**src/rtl/core/a64x_ram.sv**
```systemverilog
`timescale 1ns / 1ps
// ----------------------------------------------------------------------------
// a64x_ram
// Byte-wide data memory bank, one write and one registered read port.
// ----------------------------------------------------------------------------
module a64x_ram #(
   parameter int ROWS = 512
) (
   input  logic                      clock,
   input  logic                      we,
   input  logic [$clog2(ROWS)-1:0]   waddr,
   input  logic [7:0]                wdata,
   input  logic                      re,
   input  logic [$clog2(ROWS)-1:0]   raddr,
   output logic [7:0]                rdata
);

   logic [7:0] mem [ROWS];
   logic [7:0] rdata_ff;

   always_ff @(posedge clock) begin
      if (we) begin
         mem[waddr] <= wdata;
      end
      if (re) begin
         rdata_ff <= mem[raddr];
      end
   end

   assign rdata = rdata_ff;

endmodule

```
**config.mk**
```make
export PLATFORM = sky130hd
export DESIGN_NAME = a64x_ram
export DESIGN_NICKNAME = d
export VERILOG_FILES = /design/src/rtl/core/a64x_ram.sv
export SDC_FILE = /design/constraint.sdc
export NUM_CORES = 2
export LEC_CHECK = 0
export BUFFER_PORTS_ARGS = -buffer_cell sky130_fd_sc_hd__buf_2
export CAP_MARGIN = 25
export CORE_AREA = 2 2 556 834
export DETAILED_ROUTE_END_ITERATION = 12
export DIE_AREA = 0 0 558 836
export HOLD_SLACK_MARGIN = 0.1
export PLACE_DENSITY = 0.57
export SLEW_MARGIN = 40
export SYNTH_ARGS = -nofsm -noshare
export SYNTH_HDL_FRONTEND = slang
export SYNTH_SLANG_ARGS = --single-unit
```
**constraint.sdc**
```tcl
create_clock -name clock -period 3.2 [get_ports clock]
set_input_delay 0.16 -clock clock [delete_from_list [all_inputs] [get_ports clock]]
set_output_delay 0.16 -clock clock [all_outputs]
set_load 0.01 [all_outputs]
```
After elaboration in Yosys (flattened, before gate mapping)
Memory sizes are Yosys's and may differ from the RTL's. A register that Yosys moved wholly into a read port is not among the register bits. Index checks and enable logic that the tools add are counted. W data, S select, Z words.

Add/sub/neg operators: 0. Multipliers: 0. Divide/modulo/power cells: 0. $lt $le $gt $ge: 0. Equality and inequality tests: 0. Shift operators: 0. Mux-type cells: 2. Bitwise logic cells: 0. Reductions and logical operators: 0.

Operator list (number): $mux W1 (2).

Register bits: 0. Latch bits: 0. Memory bits (writable): 4096. Bits in read-only memories: 0. Input port bits: 29. Output and inout port bits: 8. Memories kept: 1.

Memory list: mem (depth 512, bits a word 8, read ports 1, clocked after memory_dff 1, wr ports 1, RTL line 18) `logic [7:0] mem [ROWS];`.

Logic depth before layout (Yosys ltp)
Depth after elaboration: 2. Mapped depth: 12. Depth with buffers taken out: 7.

Worst setup path before layout
OpenSTA, ideal clock, no wires.

Path kind: input -> register. Start point: in raddr[0]. End point: reg rdata_ff[0] (netlist: rdata[0]), read port of mem (data pin). Library setup time: 257 ps. Arrival: 2014 ps. Required time: 2943 ps. Slack: 929 ps. Stages: 10. Buffers on the path: 4. Path through: buf_4 -> buf_12 -> buf_12 -> buf_2 -> mux4_2 -> o21ai_0 -> nand3_1 -> nand4_1 -> o21ai_0 -> o2111a_1.

RTL lines: start, declared (RTL line 14) `input logic [$clog2(ROWS)-1:0] raddr,`; end, declared (RTL line 19) `logic [7:0] rdata_ff;`.

==> impl_metrics.ini <==
[place]
numPortBuffers = 36
place_congestion = 0.9178
placedInstanceArea_mm2 = 0.1738
dp_cells = 14600
dp_hpwl_um = 296000

[power]
swShare_pct = 21.84
seqPwrFrac_pct = 54.4
cellLeakagePower_nw = 59.31
pwr-share-clk_pct = 40.0
irDropWorstVdd_v = 0.0004617
combPwrFrac_pct = 5.6
power.density_mw_per_mm2 = 586.0
power.internal_mw = 85.04
p_switching_mw = 23.77

[logic_synthesis]
netlist_area_mm2 = 0.1600
postSynthCellCount = 8030
yosysWarnings = 0
ys.flop_type = edfxtp_1
synth_commonest_cells = 4104 x edfxtp_1, 797 x mux2i_1, 654 x mux4_2
syn_avg_cell_area_um2 = 19.93
ys_ff_latch = 4104
yosysUniqueCellTypes = 50
yosysTopAreaCell = edfxtp_1
synth_nets = 8059
synth-seq-area-share_pct = 77.02
synth_edf_count = 4104
synthArstFlopShare_pct = 0
yosys.area.top_type_share_pct = 77.02
synth.area.top_cells = edfxtp_1 77%, mux4_2 9.2%, mux2i_1 5.0%, o221ai_1 2.0%, nor2_1 1.4%
yosysMostFrequentCell = edfxtp_1

[routing]
drtAntennaViolNets = 0
wl_per_cell_um = 29.77
vias = 83020
drtIter0Drc = 8454
drc = 0
dr.pass1.iters = 6
totalWireLength_um = 454600
avgViaCountPerCell = 5.436

[layout]
area_delta_synth_final_pct = 16.04
layout.nets = 8863
fillers = 40450
final_cells = 15270
drive_above_1_share_pct = 24.35
design_area_mm2 = 0.1857

[clock_network]
cts_setup_buffers = 0
h-tree-depth = 5
clkSinkCount = 4104
clock_latency_ns = 0.94
clock-root-buffer = clkbuf_16
clkTransAtPathRegs_ns = 0.07
cts_tree = done
clk_path_buf_depth = 4
numCtsBuffers = 360

[timing]
fin_crit_ns = 3.022
skew_ns = 0.05512
fin_crit_sh_pct = 94.42
worst_hold_slack_ns = 0.1749
rsz0062_at_grt = false
setup_viol = 0
fmax_mhz = 331.0
slew_viol_final = 0
slew_headroom_pct = 39.36
hold_viol = 0
tightest_slew_ns = 0.9063

[global_routing]
grt_pass1_vias = 86290
gr-total-overflow = 0
grt_pass1_wl_um = 642000
antenna_found_initial = 18
gr-usage-all-layers_pct = 19.10
grt_max_degree = 159

[worst_setup_path]
r2r_cells = 10
r2r_end = rdata[2]
worstReg2RegStart = mem[34][2]
crit_fanout = 16
start_kind = input port
crit_arrival_ns = 3.73
r2r_slack_ns = 0.19
cp.required_ns = 3.90
worstSetupEndpointType = register
worstSetupPathType = input port to register

[floorplan]
rows = 305
start_util_pct = 34.85
die_h_um = 836
ioPinCount = 37
dieArea_mm2 = 0.4665
die_width_um = 558
coreArea_mm2 = 0.4591

[min_path]
min_path_cells = 6
worstHoldStart = waddr[2]
holdPathEnd = mem[281][7]
hold_class = input port to register

[run_status]
status = completed

[run]
cap_violations = 0
[flip-flops by register name, summed over array words and instances, names as in the netlist]
signal and flops:
rdata 8, mem 4096
[layout by cell type, fill, tap and decap left out, types with 13 or more instances in the layout]
master / instances
nor3_1: 106
nor4_1: 30
edfxtp_1: 4104
and2_1: 19
mux2i_1: 797
a211oi_1: 17
clkbuf_16: 366
clkbuf_1: 47
clkinv_1: 69
buf_12: 140
buf_4: 763
o221ai_1: 371
nand4_1: 32
bufinv_16: 33
buf_2: 25
o31ai_1: 13
mux4_2: 654
nand2_1: 96
o22ai_1: 163
clkinvlp_4: 27
nand3_1: 32
nor2_2: 47
a21oi_1: 194
nor2_1: 550
clkinv_2: 77
dlygate4sd3_1: 14
o21ai_0: 116
a22oi_1: 61
[stage by stage]
stage	power, mW	setup TNS, ns	utilization, %	setup slack (ns)
3_5_place_dp	66.51	-1.760	37.87	-0.5590
6_report	108.8	0	40.44	0.1784
5_1_grt	111.6	0	40.44	0.1610
2_1_floorplan	63.20	0	-	0.9285
4_1_cts	109.6	0	40.41	0.2195
3_3_place_gp	66.41	-2.293	37.85	-0.5249
[worst max-delay path, stage by stage]
cell           delay (ns)
dlygate4sd3_1        0.53
buf_2                0.24
buf_4                0.21
nor3b_2              0.64
nand2_2              0.20
buf_12               0.21
a21oi_1              0.40
nor3_1               0.13
nand4_1              0.33
buf_4                0.18
nand2_1              0.15
o2111a_1             0.28
[worst max path at each step]
stage                      from       end  slack [ns]  cells past startpoint
detailed placement     raddr[0]  rdata[2]       -0.56                     13
floorplan              raddr[0]  rdata[0]        0.93                     10
global route         mem[34][2]  rdata[2]        0.16                     10
global placement       raddr[1]  rdata[3]       -0.52                     10
CTS                 mem[272][2]  rdata[2]        0.22                      8
finish                 raddr[3]  rdata[0]        0.18                     12
[cells by family after synthesis]
group	after synthesis	share of synthesized area [%]
AO/OA/AOI/OAI	979	4.311
buffers and inverters	516	1.848
flip-flops	4104	77.02
multiplexers	1451	14.19
AND/OR/NAND/NOR	980	2.630
[power by group through the flow]
| stage | sequential (mW) | combinational, mW | clock (mW) |
|---|---|---|---|
| global placement | 60.4 | 6.03 | 0 |
| global route | 59.2 | 6.37 | 46.0 |
| detailed placement | 60.4 | 6.14 | 0 |
| CTS | 59.2 | 6.17 | 44.2 |
| finish | 59.2 | 6.13 | 43.5 |
| floorplan | 60.4 | 2.82 | 0 |
[cell type report]
class,count,area [um^2],area share [%]
clock buffer,413,9335,5.028
antenna,10,25.02,0.01348
timing repair buffer,955,9012,4.854
inverter,3,18.77,0.01011
clock inverter,236,2188,1.179
sequential,4104,123200,66.37
multi-input combinational,3410,34180,18.41
tap,6140,7682,4.138
[metal layers]
layer	track usage (%)	share of wire, %
met1	22.30	36
met5	0	0.0059
met2	34.31	53
met4	9.975	5.6
met3	2.154	5.2
[timing repair]
action,in CTS,in global routing
hold buffers,14,0
resized for setup,0,0
endpoints found under the setup margin,0,0
endpoints found under the hold margin,3305,0
Note: power is estimated with default switching activity, not from simulation.
