[src/rtl/core/a64x_pkg.sv]
`timescale 1ns / 1ps
// ----------------------------------------------------------------------------
// a64x_pkg
// Types and constants shared by the A64 subset execute unit.
// ----------------------------------------------------------------------------
package a64x_pkg;

   localparam int          REG_COUNT      = 31;
   localparam logic [4:0]  ZERO_REG       = 5'd31;
   localparam logic [63:0] START_PC_RESET = 64'h0000_0000_0040_0000;
   localparam int          BANKS          = 8;

   typedef enum logic [4:0] {
      OP_ADDI    = 5'd0,
      OP_ADDREG  = 5'd1,
      OP_ADDSI   = 5'd2,
      OP_ADDSREG = 5'd3,
      OP_SUBSI   = 5'd4,
      OP_SUBSREG = 5'd5,
      OP_MUL     = 5'd6,
      OP_ANDS    = 5'd7,
      OP_EOR     = 5'd8,
      OP_ORR     = 5'd9,
      OP_MOVZ    = 5'd10,
      OP_STUR    = 5'd11,
      OP_STURB   = 5'd12,
      OP_STURH   = 5'd13,
      OP_LDUR    = 5'd14,
      OP_LDURB   = 5'd15,
      OP_LDURH   = 5'd16,
      OP_B       = 5'd17,
      OP_BR      = 5'd18,
      OP_BCOND   = 5'd19,
      OP_CBZ     = 5'd20,
      OP_CBNZ    = 5'd21,
      OP_LSL_LSR = 5'd22,
      OP_HLT     = 5'd23
   } a64x_op_type;

   localparam logic [3:0] COND_EQ = 4'd0;
   localparam logic [3:0] COND_NE = 4'd1;
   localparam logic [3:0] COND_GE = 4'd10;
   localparam logic [3:0] COND_LT = 4'd11;
   localparam logic [3:0] COND_GT = 4'd12;
   localparam logic [3:0] COND_LE = 4'd13;

   localparam logic [1:0] SHIFT_LSL = 2'd0;
   localparam logic [1:0] SHIFT_LSR = 2'd1;

   typedef enum logic [1:0] {
      SZ_BYTE = 2'd0,
      SZ_HALF = 2'd1,
      SZ_DWORD = 2'd2
   } a64x_size_type;

   typedef struct packed {
      logic [4:0]  op;
      logic [31:0] instr_word;
   } a64x_req_type;

   typedef struct packed {
      logic [63:0] next_pc;
      logic        reg_written;
      logic [4:0]  reg_index;
      logic [63:0] reg_value;
      logic        negative_flag;
      logic        zero_flag;
      logic        halted;
   } a64x_rsp_type;

   typedef struct packed {
      logic [63:0]   next_pc;
      logic          we;
      logic [4:0]    idx;
      logic [63:0]   value;
      logic          flag_n;
      logic          flag_z;
      logic          halt;
      logic          mem_rd;
      logic          mem_wr;
      a64x_size_type size;
      logic [63:0]   addr;
      logic [63:0]   sdata;
      logic          is_mul;
      logic [63:0]   pp_lo;
      logic [31:0]   pp_cross;
   } a64x_ex_type;

   // second register port carries rt for stores and compare branches
   function automatic logic uses_rt(input logic [4:0] op);
      logic r;
      r = (op == OP_STUR) || (op == OP_STURB) || (op == OP_STURH) ||
          (op == OP_CBZ) || (op == OP_CBNZ);
      return r;
   endfunction

endpackage

[src/rtl/core/a64x_regfile.sv]
`timescale 1ns / 1ps
// ----------------------------------------------------------------------------
// a64x_regfile
// 31 x 64 register file, two registered read ports with write bypass.
// ----------------------------------------------------------------------------
module a64x_regfile (
   input  logic        clock,
   input  logic        reset,
   input  logic        rd_en,
   input  logic [4:0]  rd_addr0,
   input  logic [4:0]  rd_addr1,
   output logic [63:0] rd_data0,
   output logic [63:0] rd_data1,
   input  logic        wr_en,
   input  logic [4:0]  wr_addr,
   input  logic [63:0] wr_data
);
   import a64x_pkg::*;

   logic [63:0]          regs [REG_COUNT];
   logic [REG_COUNT-1:0] valid_ff;
   logic [63:0]          rd_data0_ff;
   logic [63:0]          rd_data1_ff;

   always_ff @(posedge clock) begin
      if (reset) begin
         valid_ff <= '0;
      end else if (wr_en && wr_addr != ZERO_REG) begin
         valid_ff[wr_addr] <= 1'b1;
      end
   end

   always_ff @(posedge clock) begin
      if (wr_en && wr_addr != ZERO_REG) begin
         regs[wr_addr] <= wr_data;
      end
   end

   always_ff @(posedge clock) begin
      if (rd_en) begin
         if (rd_addr0 == ZERO_REG) begin
            rd_data0_ff <= '0;
         end else if (wr_en && wr_addr == rd_addr0) begin
            rd_data0_ff <= wr_data;
         end else if (valid_ff[rd_addr0] && !reset) begin
            rd_data0_ff <= regs[rd_addr0];
         end else begin
            rd_data0_ff <= '0;
         end
         if (rd_addr1 == ZERO_REG) begin
            rd_data1_ff <= '0;
         end else if (wr_en && wr_addr == rd_addr1) begin
            rd_data1_ff <= wr_data;
         end else if (valid_ff[rd_addr1] && !reset) begin
            rd_data1_ff <= regs[rd_addr1];
         end else begin
            rd_data1_ff <= '0;
         end
      end
   end

   assign rd_data0 = rd_data0_ff;
   assign rd_data1 = rd_data1_ff;

endmodule

[config.mk]
export PLATFORM = sky130hd
export DESIGN_NAME = a64x_regfile
export DESIGN_NICKNAME = d
export VERILOG_FILES = /design/src/rtl/core/a64x_pkg.sv /design/src/rtl/core/a64x_regfile.sv
export SDC_FILE = /design/constraint.sdc
export NUM_CORES = 2
export LEC_CHECK = 0
export BUFFER_PORTS_ARGS = -buffer_cell sky130_fd_sc_hd__clkbuf_2
export CAP_MARGIN = 25
export CORE_MARGIN = 3
export CORE_UTILIZATION = 49
export CTS_BUF_LIST = sky130_fd_sc_hd__clkbuf_8 sky130_fd_sc_hd__clkbuf_16
export CTS_CLUSTER_DIAMETER = 40
export CTS_CLUSTER_SIZE = 10
export DETAILED_ROUTE_END_ITERATION = 7
export PLACE_DENSITY = 0.67
export SETUP_SLACK_MARGIN = 0.15
export SLEW_MARGIN = 10
export SYNTH_ARGS = -nofsm -noshare
export SYNTH_HDL_FRONTEND = slang
export SYNTH_SLANG_ARGS = --single-unit
[constraint.sdc]
create_clock -name clock -period 7.95 [get_ports clock]
set_input_delay 0.3975 -clock clock [delete_from_list [all_inputs] [get_ports clock]]
set_output_delay 0.3975 -clock clock [all_outputs]
set_load 0.01 [all_outputs]
Yosys cells after proc, flatten, opt, wreduce, memory -nomap -nowiden --
Memory sizes are Yosys's and may differ from the RTL's. Cells that the tools add are included.
Word-level totals: flip-flop bits (word level) 159, memories kept 1, RAM bits 1984, word-level logic and storage cells 33, output and inout port bits 128
Memories:
- regs | words 31, bits a word 64, rd ports 2, clocked after memory_dff 0, write ports 1, RTL line a64x_regfile.sv:20 | logic [63:0] regs [REG_COUNT];
Cells by class: order comparisons 4, mux-type cells 12, bitwise gates (word level) 1, equality and inequality tests 5, reduce and logical (&&, ||, !) cells 7
Operators with widths (number):
- $mux 64 | 4
- $or 31x31->31 | 1
- $lt 5x6->1 const B | 3
- $bmux 1 s5 | 2
- $eq 5x5->1 | 2
- $eq 5x5->1 const B | 2
- $logic_and 1x1->1 | 6
- $demux 1 s5 | 1
- $ge 5x1->1 const B | 1
- $mux 1 | 5
- $ne 5x5->1 const B | 1
- $logic_not 1->1 | 1

Logic depth before layout (Yosys ltp) --
depth in word-level cells 5, depth in mapped cells 10, gate-level depth less buffers 5

Least setup slack after synthesis --
No wires, ideal clock.
path type input-to-reg, start input wr_addr[3], end memory regs[26][0] (enable), arrival time 5.796 ns, library setup time 0.581 ns, stages on the path 4, path slack 1.574 ns, path through clkbuf_1 > nor2b_1 > nand3_1 > nor3b_1
On the way: longest elaborated chain between the ends 4
RTL lines:
- start, declared | RTL line a64x_regfile.sv:15 | input logic [4:0] wr_addr,
- $ne 5x5->1 | RTL line a64x_regfile.sv:34 | if (wr_en && wr_addr != ZERO_REG) begin
- $logic_and 1x1->1 | RTL line a64x_regfile.sv:34
- $mux 1 | RTL line a64x_regfile.sv:34
- $mux 1 (implied by the code) | RTL line a64x_regfile.sv:35 | regs[wr_addr] <= wr_data;
- end, declared | RTL line a64x_regfile.sv:20
Several ways; a longest one is shown, not always the timed one.

Final worst setup path --
start input rd_addr0[0], end register rd_data0_ff[38] (netlist: rd_data0[38]), data pin
On the way: longest elaborated chain between the ends 5, elaborated cells between the ends (all ways) 9
RTL lines:
- start, declared | RTL line a64x_regfile.sv:10 | input logic [4:0] rd_addr0,
- $bmux 1 s5 | RTL line a64x_regfile.sv:45 | end else if (valid_ff[rd_addr0] && !reset) begin
- $mux 1 (implied by the code) | RTL line a64x_regfile.sv:45
- $logic_and 1x1->1 | RTL line a64x_regfile.sv:45
- $mux 64 | RTL line a64x_regfile.sv:45
- $mux 64 | RTL line a64x_regfile.sv:43 | end else if (wr_en && wr_addr == rd_addr0) begin
- end signal, assigned | RTL line a64x_regfile.sv:44 | rd_data0_ff <= wr_data;
- end signal, assigned | RTL line a64x_regfile.sv:46 | rd_data0_ff <= regs[rd_addr0];
- end, declared | RTL line a64x_regfile.sv:22 | logic [63:0] rd_data0_ff;
Several ways; a longest one is shown, not always the timed one. The select of a mux whose other input is x is not followed. A chain may end at the register's enable or synchronous reset.

==> results.yml <==
run_status:
  outcome: "completed"
yosys:
  synth_nets: 5255
  yosys_warnings: 0
  ys.flop_type: "edfxtp_1"
  postSynthCellCount: 5172
  async_flop_share_pct: 0
  syn_area_um2: 98400
  ys_seq_elements: 2143
  ys_seq_area_share_pct: 65.1
  syn_area_per_cell_um2: 19.0
  synth_cell_type_count: 50
  synth-edff-count: 2112
grt:
  overflow: 0
  grt_usage_pct: 30.0
  grt_max_degree: 104
  antenna_found_initial: 10
  grt_pass1_vias: 58900
  grt_first_pass_wirelength_um: 437000
power_and_ir_drop:
  combPwrFrac_pct: 7.1
  seqPwrFrac_pct: 44.9
  p_clk_share_pct: 48.0
  switching_share_pct: 22.4
  switchingPower_mw: 6.33
  total_power_mw: 28.2
  power_density_nw_per_um2: 250
  p_int_mw: 21.9
  max-vdd-ir-drop_v: 0.000228
  power.leakage_nw: 37.1
timing:
  fin_setup_tns_ns: 0
  hold_viol_final: 0
  slew_violations: 0
  finalCritPeriodShare_pct: 44.6
  skew_ns: 0.0639
  rsz0062_at_grt: "false"
  worstMarginPinSlew_ns: 1.15
  fmax_ghz: 0.282
  layout_setup_ws_ns: 4.40
  setup_violations: 0
  min_period_ns: 3.55
  slew_headroom_pct: 23.2
layout:
  drive_gt1_share_pct: 33.1
  fillers: 14700
  nNetsFinal: 5511
  syn_to_final_growth_pct: 14.6
die:
  initial_core_util_pct: 49.6
  num_rows: 163
  ios: 211
  die_width_um: 454
  coreArea_um2: 198000
  die_height_um: 454
  die_area_um2: 206000
cts:
  cts_setup_buffers: 0
  tritoncts: "done"
  clkTransAtPathRegs_ns: 0.05
  clk-insertion-delay-late_ns: 0.93
  clock_sinks: 2143
  clk_path_buf_depth: 4
  cts_resized: 0
  postCtsHoldBufs: 0
  cts_buffers: 327
  ctsHtreeMaxLevel: 5
  root_buffer: "clkbuf_16"
worst_setup_path:
  crit_arrival_ns: 4.21
  path_buf_inv: 4
  cp_top_family: "buffers and inverters"
  cp_slowest_cell: "buf_4"
  worst_path_largest_cell_delay_ns: 0.84
  cp-end-kind: "register"
  cpMostUsedCell: "buf_4"
  worstPathRequired_ns: 8.61
  cp-start-kind: "primary input"
  criticalPathCategory: "in -> reg"
  worstPathCellList: "buf_8, buf_4, mux4_2, nand2_1, nand3b_1, a31oi_4, buf_12, o41ai_1, buf_4"
  crit_fanout: 60
detailed_routing:
  dr.first_iter.drc_count: 8725
  drt_pass1_iterations: 6
  drc: 0
  post_drt_wl_per_cell_um: 37.7
  wl_um: 312000
  vias: 58900
  vias_per_cell: 7.11
  drtAntennaViolNets: 0
placed_design:
  place.gp.congestion: 0.792
  post-dp-hpwl_um: 158000
  dp_slack_ns: 3.54
  portBuffers: 210
job:
  drv_cap: 0
min_path:
  hp-class: "in -> reg"
==> cells in the final DEF, fill, tap and decap left out, types with 17 or more instances in the layout <==
| cell | Yosys | routed |
|---|---|---|
| o22ai_1 | 129 | 129 |
| nand3_1 | 20 | 20 |
| o21ai_0 | 129 | 129 |
| o41ai_1 | 18 | 18 |
| inv_1 | 2 | 37 |
| clkinvlp_4 | 0 | 18 |
| clkbuf_2 | 0 | 201 |
| mux2i_1 | 467 | 467 |
| dfxtp_1 | 31 | 31 |
| buf_4 | 37 | 124 |
| buf_12 | 0 | 18 |
| o221ai_1 | 41 | 41 |
| nand2_1 | 237 | 236 |
| mux4_2 | 868 | 868 |
| nor2_1 | 122 | 92 |
| o2bb2ai_1 | 64 | 64 |
| bufinv_16 | 0 | 31 |
| clkinv_2 | 0 | 41 |
| a21o_1 | 17 | 17 |
| nor2_4 | 0 | 30 |
| clkbuf_16 | 0 | 332 |
| o31ai_1 | 46 | 46 |
| o21a_1 | 17 | 17 |
| clkinv_1 | 0 | 36 |
| a31oi_1 | 44 | 44 |
| a221oi_1 | 64 | 64 |
| edfxtp_1 | 2112 | 2112 |
| mux2_2 | 129 | 129 |
| a21oi_1 | 53 | 53 |
==> worst reg2reg max path, cell delays in order (launching register included) <==
cell	delay, ns
dfxtp_1	0.33
mux4_2	0.45
or2_2	0.28
a32o_1	0.29
o211ai_4	0.19
buf_4	0.83
o2bb2ai_1	0.29
==> layout make-up <==
class	instances	area [um^2]	share of cell area, %
Antenna cell	7	17.5	0.0155
Clock buffer	332	8310	7.36
Clock inverter	196	1860	1.65
Inverter	2	15.0	0.0133
Multi-Input combinational cell	2597	32700	29.0
Sequential cell	2143	64000	56.7
Tap cell	2640	3300	2.93
Timing Repair Buffer	357	2560	2.27
==> power by group through the flow <==
stage | sequential, mW | clock [mW] | combinational (mW)
2_1_floorplan | 12.9 | 0 | 1.24
3_3_place_gp | 12.9 | 0 | 1.96
3_5_place_dp | 12.9 | 0 | 1.98
4_1_cts | 12.7 | 13.7 | 1.98
5_1_grt | 12.7 | 14.2 | 2.09
6_report | 12.7 | 13.6 | 2.00
==> per-layer routing <==
| layer | wire (um) | global-route usage [%] | up-vias |
|---|---|---|---|
| met4 | 16900 | 15.1 | 4 |
| met1 | 112000 | 40.3 | 31100 |
| met5 | 27 | 0 | - |
| met3 | 33500 | 5.50 | 901 |
| li1 | - | - | 22600 |
| met2 | 149000 | 47.5 | 4190 |
==> through the flow <==
step / area (um^2) / instances / hold slack (ns) / utilization, %
floorplan: 98400 / 5172 / 0.452 / -
global placement: 102000 / 7731 / 0.463 / 51.6
detailed placement: 103000 / 7737 / 0.477 / 51.7
CTS: 113000 / 8265 / 0.0320 / 56.8
global route: 113000 / 8271 / 0.102 / 56.9
finish: 113000 / 8274 / 0.0733 / 56.9
==> cell families (layout without fill, tap and decap cells) <==
group	after synthesis	after routing	synth area share, %
other	0	7	0
AND/OR/NAND/NOR	414	414	1.71
buffers and inverters	432	887	2.00
flip-flops	2143	2143	65.1
AO/OA/AOI/OAI	709	709	5.06
multiplexers	1464	1464	26.1
XOR/XNOR	10	10	0.0890
==> worst paths after layout <==
check	start	to	slack, ns	depth (start not counted)
setup / recovery	rd_addr0[0]	rd_data0[38]$_SDFFCE_PN0P_	4.40	9
hold / removal	wr_data[19]	regs[4][19]$_DFFE_PP_	0.07	1
setup reg to reg	valid_ff[27]$_SDFFE_PP0P_	rd_data1[12]$_SDFFCE_PN0P_	5.02	6
hold reg to reg	valid_ff[18]$_SDFFE_PP0P_	valid_ff[18]$_SDFFE_PP0P_	0.49	2
==> synthesized netlist by cell type (2+ instances only) <==
library cell	instances	area, um^2
a211o_1	16	140
a211oi_1	12	90.1
a21boi_0	12	90.1
a21o_1	17	128
a21oi_1	53	265
a221oi_1	64	561
a22oi_1	16	120
a31oi_1	44	275
and2_1	2	12.5
buf_1	64	240
buf_2	118	591
buf_4	37	278
buf_6	8	90.1
clkbuf_1	203	762
dfxtp_1	31	621
edfxtp_1	2112	63400
inv_1	2	7.51
mux2_2	129	1450
mux2i_1	467	4670
mux4_2	868	19500
nand2_1	237	890
nand2b_1	6	37.5
nand3_1	20	100
nand3b_1	6	45.0
nor2_1	122	458
nor2b_1	6	37.5
nor3b_1	3	22.5
nor4_1	2	12.5
o211a_1	12	120
o21a_1	17	128
o21ai_0	129	646
o221ai_1	41	359
o22a_1	12	105
o22ai_1	129	807
o2bb2ai_1	64	561
o31ai_1	46	345
o41ai_1	18	158
or2_2	6	37.5
or3b_2	2	17.5
xnor2_1	2	17.5
xor2_1	8	70.1
==> state kept, by name (all words and copies together) (netlist names) <==
register  cells
regs       1984
valid_ff     31
rd_data1     64
rd_data0     64
Power figures use the tool's default switching activity.
